## src/fsac_pkg.sv

```systemverilog
// Shared types and constants for the flag store accumulator unit.
// Request and response payload layouts, opcodes, and the flag write port.
// No dependencies.
package fsac_pkg;

   localparam int DATA_W      = 16;
   localparam int COORD_W     = 4;
   localparam int REQ_TDATA_W = 40;
   localparam int RSP_TDATA_W = 40;

   localparam logic [DATA_W-1:0] LIFE_AT_RESET = 16'd100;

   typedef enum logic [3:0] {
      OP_SET           = 4'd0,
      OP_COPY          = 4'd1,
      OP_FLAG_FROM_ACC = 4'd2,
      OP_ACC_FROM_FLAG = 4'd3,
      OP_INC           = 4'd4,
      OP_ADD           = 4'd5,
      OP_SUB           = 4'd6,
      OP_TEST          = 4'd7,
      OP_CLEAR_ACC     = 4'd8,
      OP_ADD_ACC       = 4'd9,
      OP_SUB_ACC       = 4'd10,
      OP_ACC_FROM_LIFE = 4'd11,
      OP_CHANGE_LIFE   = 4'd12,
      OP_KILL          = 4'd13,
      OP_READ          = 4'd14
   } opcode_type;

   // last member in the lowest bits
   typedef struct packed {
      logic [3:0]              pad;
      logic signed [DATA_W-1:0] imm;
      logic [COORD_W-1:0]      src_y;
      logic [COORD_W-1:0]      src_x;
      logic [COORD_W-1:0]      dst_y;
      logic [COORD_W-1:0]      dst_x;
      opcode_type              req_type;
   } request_type;

   typedef struct packed {
      logic [3:0]               pad;
      logic                     player_alive;
      logic signed [DATA_W-1:0] read_value;
      logic                     acc_negative;
      logic                     acc_positive;
      logic                     acc_zero;
      logic signed [DATA_W-1:0] acc_value;
   } result_type;

   typedef struct packed {
      logic               en;
      logic [COORD_W-1:0] x;
      logic [COORD_W-1:0] y;
      logic [DATA_W-1:0]  data;
   } cell_wr_type;

endpackage

```

## src/fsac_exec.sv

```systemverilog
// Execute stage: accumulator and life counter registers, opcode decode,
// flag write-back and result formation. Depends on fsac_pkg.
module fsac_exec (
   input  logic                        clock,
   input  logic                        reset,
   input  logic                        fire,
   input  fsac_pkg::request_type       req,
   input  logic [fsac_pkg::DATA_W-1:0] dst_data,
   input  logic [fsac_pkg::DATA_W-1:0] src_data,
   output fsac_pkg::cell_wr_type       wr,
   output fsac_pkg::result_type        result
);

   logic [fsac_pkg::DATA_W-1:0] acc_ff, acc_in;
   logic [fsac_pkg::DATA_W-1:0] life_ff, life_in;
   logic [fsac_pkg::DATA_W-1:0] rd_value;
   logic [fsac_pkg::DATA_W-1:0] imm;
   logic                        wr_req;

   assign imm = req.imm;

   always_comb begin
      acc_in   = acc_ff;
      life_in  = life_ff;
      rd_value = '0;
      wr_req   = 1'b0;
      wr.x     = req.dst_x;
      wr.y     = req.dst_y;
      wr.data  = imm;
      case (req.req_type)
         fsac_pkg::OP_SET: begin
            wr_req = 1'b1;
         end
         fsac_pkg::OP_COPY: begin
            wr_req  = 1'b1;
            wr.data = src_data;
         end
         fsac_pkg::OP_FLAG_FROM_ACC: begin
            wr_req  = 1'b1;
            wr.data = acc_ff;
         end
         fsac_pkg::OP_ACC_FROM_FLAG: acc_in = src_data;
         fsac_pkg::OP_INC: begin
            wr_req  = 1'b1;
            wr.data = dst_data + imm;
         end
         fsac_pkg::OP_ADD: begin
            wr_req  = 1'b1;
            wr.data = dst_data + src_data;
         end
         fsac_pkg::OP_SUB: begin
            wr_req  = 1'b1;
            wr.data = dst_data - src_data;
         end
         fsac_pkg::OP_TEST:         acc_in   = dst_data - src_data;
         fsac_pkg::OP_CLEAR_ACC:    acc_in   = '0;
         fsac_pkg::OP_ADD_ACC:      acc_in   = acc_ff + imm;
         fsac_pkg::OP_SUB_ACC:      acc_in   = acc_ff - imm;
         fsac_pkg::OP_ACC_FROM_LIFE: acc_in  = life_ff;
         fsac_pkg::OP_CHANGE_LIFE:  life_in  = life_ff + imm;
         fsac_pkg::OP_KILL:         life_in  = '0;
         fsac_pkg::OP_READ:         rd_value = src_data;
         default: ;
      endcase
      wr.en = fire && wr_req;
   end

   always_ff @(posedge clock) begin
      if (reset) begin
         acc_ff  <= '0;
         life_ff <= fsac_pkg::LIFE_AT_RESET;
      end else if (fire) begin
         acc_ff  <= acc_in;
         life_ff <= life_in;
      end
   end

   always_comb begin
      result              = '0;
      result.acc_value    = acc_in;
      result.acc_zero     = (acc_in == '0);
      result.acc_positive = (acc_in != '0) && !acc_in[fsac_pkg::DATA_W-1];
      result.acc_negative = acc_in[fsac_pkg::DATA_W-1];
      result.read_value   = rd_value;
      result.player_alive = (life_in != '0) && !life_in[fsac_pkg::DATA_W-1];
   end

endmodule

```

## config.mk

```make
export PLATFORM = sky130hd
export DESIGN_NAME = fsac_exec
export DESIGN_NICKNAME = d
export VERILOG_FILES = /design/src/fsac_pkg.sv /design/src/fsac_exec.sv
export SDC_FILE = /design/constraint.sdc
export NUM_CORES = 1
export LEC_CHECK = 0
export BUFFER_PORTS_ARGS = -buffer_cell sky130_fd_sc_hd__buf_2
export CAP_MARGIN = 20
export CORE_MARGIN = 2
export CORE_UTILIZATION = 62
export CTS_CLUSTER_SIZE = 16
export DETAILED_ROUTE_END_ITERATION = 10
export PLACE_DENSITY = 0.86
export SLEW_MARGIN = 20
export SYNTH_ARGS = -nofsm -noshare
export SYNTH_HDL_FRONTEND = slang
export SYNTH_SLANG_ARGS = --single-unit
```

## constraint.sdc

```tcl
create_clock -name clock -period 8.3 [get_ports clock]
set_input_delay 0.415 -clock clock [delete_from_list [all_inputs] [get_ports clock]]
set_output_delay 0.415 -clock clock [all_outputs]
set_load 0.02 [all_outputs]
```

Yosys cells after proc, flatten, opt, wreduce, memory -nomap -nowiden:

Index checks and enable logic that the tools add are counted.
Widths: inputs -> output; s select.

* bits in registers: 32
* bits in latches: 0
* RAM bits: 0
* memory bits (read-only): 0
* input port bits: 75
* output and inout bits: 65
* logic and storage cells: 37
* memories kept: 0

* add/subtract/negate cells: 6
* $mul: 0
* divide/modulo/power cells: 0
* $lt $le $gt $ge: 0
* equal/unequal tests: 14
* shifts and indexed selects: 0
* multiplexer cells: 5
* bitwise logic cells: 0
* reductions and logical operators: 10

Operator list (count)
* $pmux 16 s6: 1
* $pmux 16 s5: 1
* $add 16x16->16: 4
* $pmux 16 s2: 1
* $reduce_bool 16->1: 2
* $sub 16x16->16: 2
* $eq 4x4->1 const B: 7
* $eq 4x3->1 const B: 4
* $logic_not 16->1: 1
* $mux 16: 1
* $eq 4x2->1 const B: 2
* $reduce_or 6->1: 1
* $eq 4x1->1 const B: 1
* $logic_not 4->1: 1
* $logic_and 1x1->1: 3
* $logic_not 1->1: 2
* $mux 1: 1

Depth between registers and ports, before layout:

* depth after elaboration: 4
* gate-level depth with buffers: 20
* depth with buffers taken out: 17

Worst setup path after synthesis:

OpenSTA, ideal clock, no wires.

* path type: input to output
* start: input port req[3] in the netlist's numbering
* end: output port result[17] in the netlist's numbering
* data arrival time: 4.052 ns
* required time: 7.885 ns
* slack: 3.833 ns
* cell stages on the path: 17
* buffers on the path: 3
* path through: buf_2 > nor2b_1 > clkbuf_1 > nand2_1 > clkbuf_1 > o21ai_0 > inv_1 > ha_1 > nor2b_1 > o31a_1 > o311a_1 > a31oi_2 > o21ai_0 > xnor2_1 > o22ai_1 > nor2_1 > a21oi_1

RTL lines
* from (decl): line fsac_exec.sv:7 `input fsac_pkg::request_type req,`
* to (decl): line fsac_exec.sv:11 `output fsac_pkg::result_type result`

==> results_dict.tcl <==
set metrics [dict create \
    cp-start-kind "primary input" \
    pre_cts_ws_ns 2.448 \
    antennaDiodeCount 0 \
    crit_path_top_delay_cell "nor2_1" \
    grt_pass1_wl_um 32540 \
    setup_viol 0 \
    ctsLongestPathBuffers 2 \
    fill_cells 894 \
    syn_inst 909 \
    syn-mean-instance-area_um2 7.050 \
    yosysTopAreaCell "ha_1" \
    cts_buffers 5 \
    drtAntennaViolNets 0 \
    fin_crit_ns 6.220 \
    critical_path_class "in -> out" \
    finalSetupTns_ns 0 \
    final_area_um2 6944 \
    maxCapViolCount 0 \
    numPlacedInstances 1097 \
    relSlewSlack_pct 30.85 \
    fin_cells 1105 \
    worstMarginPinSlew_ns 1.036 \
    drtIter0Drc 620 \
    row_count 37 \
    powerDensity_nw_per_um2 113.2 \
    numClockSinks 32 \
    htreeDepth 2 \
    worstPathArrival_ns 5.80 \
    port_buffers 107 \
    netlist_area_um2 6409 \
    die_w_um 105.7 \
    final_cell_mix "buf_2 (107), nor2_1 (88), o21ai_0 (83), ha_1 (61), nand2_1 (59)" \
    rsz0062_at_grt "no" \
    synth_edf_count 0 \
    area_growth_pct 8.356 \
    synth_top_area_share_pct 11.91 \
    cts_tree "built" \
    final_nets 1108 \
    totalWireLength_um 20530 \
    dp_hpwl_um 15740 \
    die-area_um2 11170 \
    hold_viol_final 0 \
    cts.clk_slew.worst_paths_ns 0.07 \
    period_share_pct 74.94 \
    core_area_um2 10180 \
    postSynth.asyncResetShare_pct 0 \
    synth-seq-cells 32 \
    slew_violations 0 \
    timing.final.ws_setup_ns 2.080 \
    drive_above_1_share_pct 15.69 \
    wl_per_cell_um 18.58 \
    grt_max_degree 43 \
    cts_resized 0 \
    critPathBufInv 5 \
    max_stage_delay_ns 0.75 \
    num_vias 7499 \
    p_leak_nw 3.140 \
    clock_latency_ns 0.29 \
    cp_max_fo 30 \
    cts_root_buf "clkbuf_8" \
    first_pass_iters 5 \
    initial_utilization_pct 62.92 \
    max_freq_mhz 160.8 \
    ios 140 \
    total_power_w 0.0007860 \
    ir_drop_v 0.00007703 \
    cp.required_ns 7.89 \
    synth_ff_type "dfxtp_1" \
    fp.dieH_um 105.7 \
    layout.cells.most_common "buf_2" \
    hold_buffers 0 \
    antenna_found_initial 0 \
    overflow 0 \
    outcome "finished, final reports clean" \
    first_global_vias 6766 \
    path_cells "buf_2, inv_1, nor2_1, nand2_1, o21ai_0, inv_1, ha_1, nor2b_1, o21ai_0, or3b_2, a22oi_1, inv_2, nor4_1, nand4_1, nor4_2, and3b_1, buf_2" \
    endpoint_kind "output pin" \
    placed_area_um2 6854 \
    detail_route.vias_per_cell 6.786 \
    drcViolationCount 0 \
    gp_congestion 0.9759 \
    ys_types 84 \
    synth-seq-area-share_pct 9.996 \
    yosysWarnings 0 \
    synth_area_leaders "ha_1 (12%), dfxtp_1 (10%), o21ai_0 (6.5%)" \
    grt_usage_pct 35.64 \
    min_path_type "reg -> reg" \
    finalClockSkew_ns 0.004747 \
    cp_top_family "simple AND/OR/NAND/NOR gates" \
    post-cts-setup-buffers 0 \
]
==> per-layer routing <==
metal	wire (um)	global-route usage (%)	vias up
li1	-	-	3510
met1	8412	46.62	3470
met2	9376	59.54	449
met3	1898	4.576	70
met4	841	13.82	0
met5	0	0	-
==> worst register-to-register path: stages (launching register included) <==
cell     delay, ns
dfxtp_1       0.40
inv_1         0.07
ha_1          0.21
fa_1          0.44
nor2b_1       0.18
o31a_1        0.24
o211a_1       0.24
o21ai_0       0.13
o21ai_0       0.22
xor2_1        0.09
a221o_1       0.38
nor2_1        0.11
nor3_1        0.06
==> cell families after synthesis <==
kind of cell / Yosys count / share of synthesized area (%)
DFF: 32 / 9.996
adders and majority gates: 65 / 13.16
buffers and inverters: 108 / 7.438
AOI/OAI and AO/OA: 330 / 35.01
xor gates and xnor gates: 56 / 7.653
and+or+nand+nor: 293 / 22.69
other: 1 / 0.05851
muxes: 24 / 4.002
==> power by group <==
| part | total, W | internal, W | leakage [nW] | switching, W |
|---|---|---|---|---|
| Sequential | 0.000176 | 0.000163 | 0.263 | 0.0000130 |
| Combinational | 0.000479 | 0.000186 | 2.83 | 0.000293 |
| Clock | 0.000132 | 0.0000678 | 0.0455 | 0.0000639 |
==> cell type report <==
| class | instances | area [um^2] | share of cell area (%) |
|---|---|---|---|
| clock buffer | 8 | 90.09 | 1.297 |
| tap | 136 | 170.2 | 2.450 |
| multi-input combinational | 772 | 5309 | 76.45 |
| timing repair buffer | 110 | 558.0 | 8.036 |
| sequential | 32 | 640.6 | 9.225 |
| inverter | 47 | 176.4 | 2.541 |
==> flip-flops by register name, indices dropped and copies added (netlist names) <==
signal,flops
life_ff,16
acc_ff,16
==> through the flow <==
| stage | hold slack (ns) | utilization, % |
|---|---|---|
| final | 0.5377 | 68.18 |
| after global routing | 0.5536 | 68.18 |
| after CTS | 0.5330 | 68.18 |
| after detailed placement | 0.5212 | 67.30 |
| after global placement | 0.5145 | 67.30 |
| after floorplan | 0.4754 | - |
==> Yosys cell counts (all sizes together) (4+ instances only) <==
library cell  instances
buf                  25
o221ai                7
mux2                 13
nand2b               11
nand2                59
a311oi                4
xor2                 32
or2                   5
nor2                 89
o21a                 14
or4                   4
o32a                  7
o22ai                12
nand4                 5
a211oi               20
a22oi                21
a31oi                 7
inv                  46
clkbuf               36
o21ai                92
a221oi                9
nand3b                5
and3                  6
xnor2                24
ha                   61
o21bai                4
o32ai                 6
and2                 22
nand3                18
o31ai                13
a21o                 17
o311ai                4
mux2i                11
nor4                  9
fa                    4
nor3b                 4
a21oi                57
dfxtp                32
or3                  12
nor2b                 9
nor3                 28
==> path summary, 6_finish.rpt <==
kind                  start         end  cells past startpoint  slack [ns]
hold / removal    acc_ff[6]   acc_ff[6]                      2        0.54
hold reg to reg   acc_ff[6]   acc_ff[6]                      2        0.54
setup reg to reg  acc_ff[0]  acc_ff[14]                     12        5.38
setup / recovery     req[1]  result[16]                     17        2.08
(Power assumes the default switching activity.)
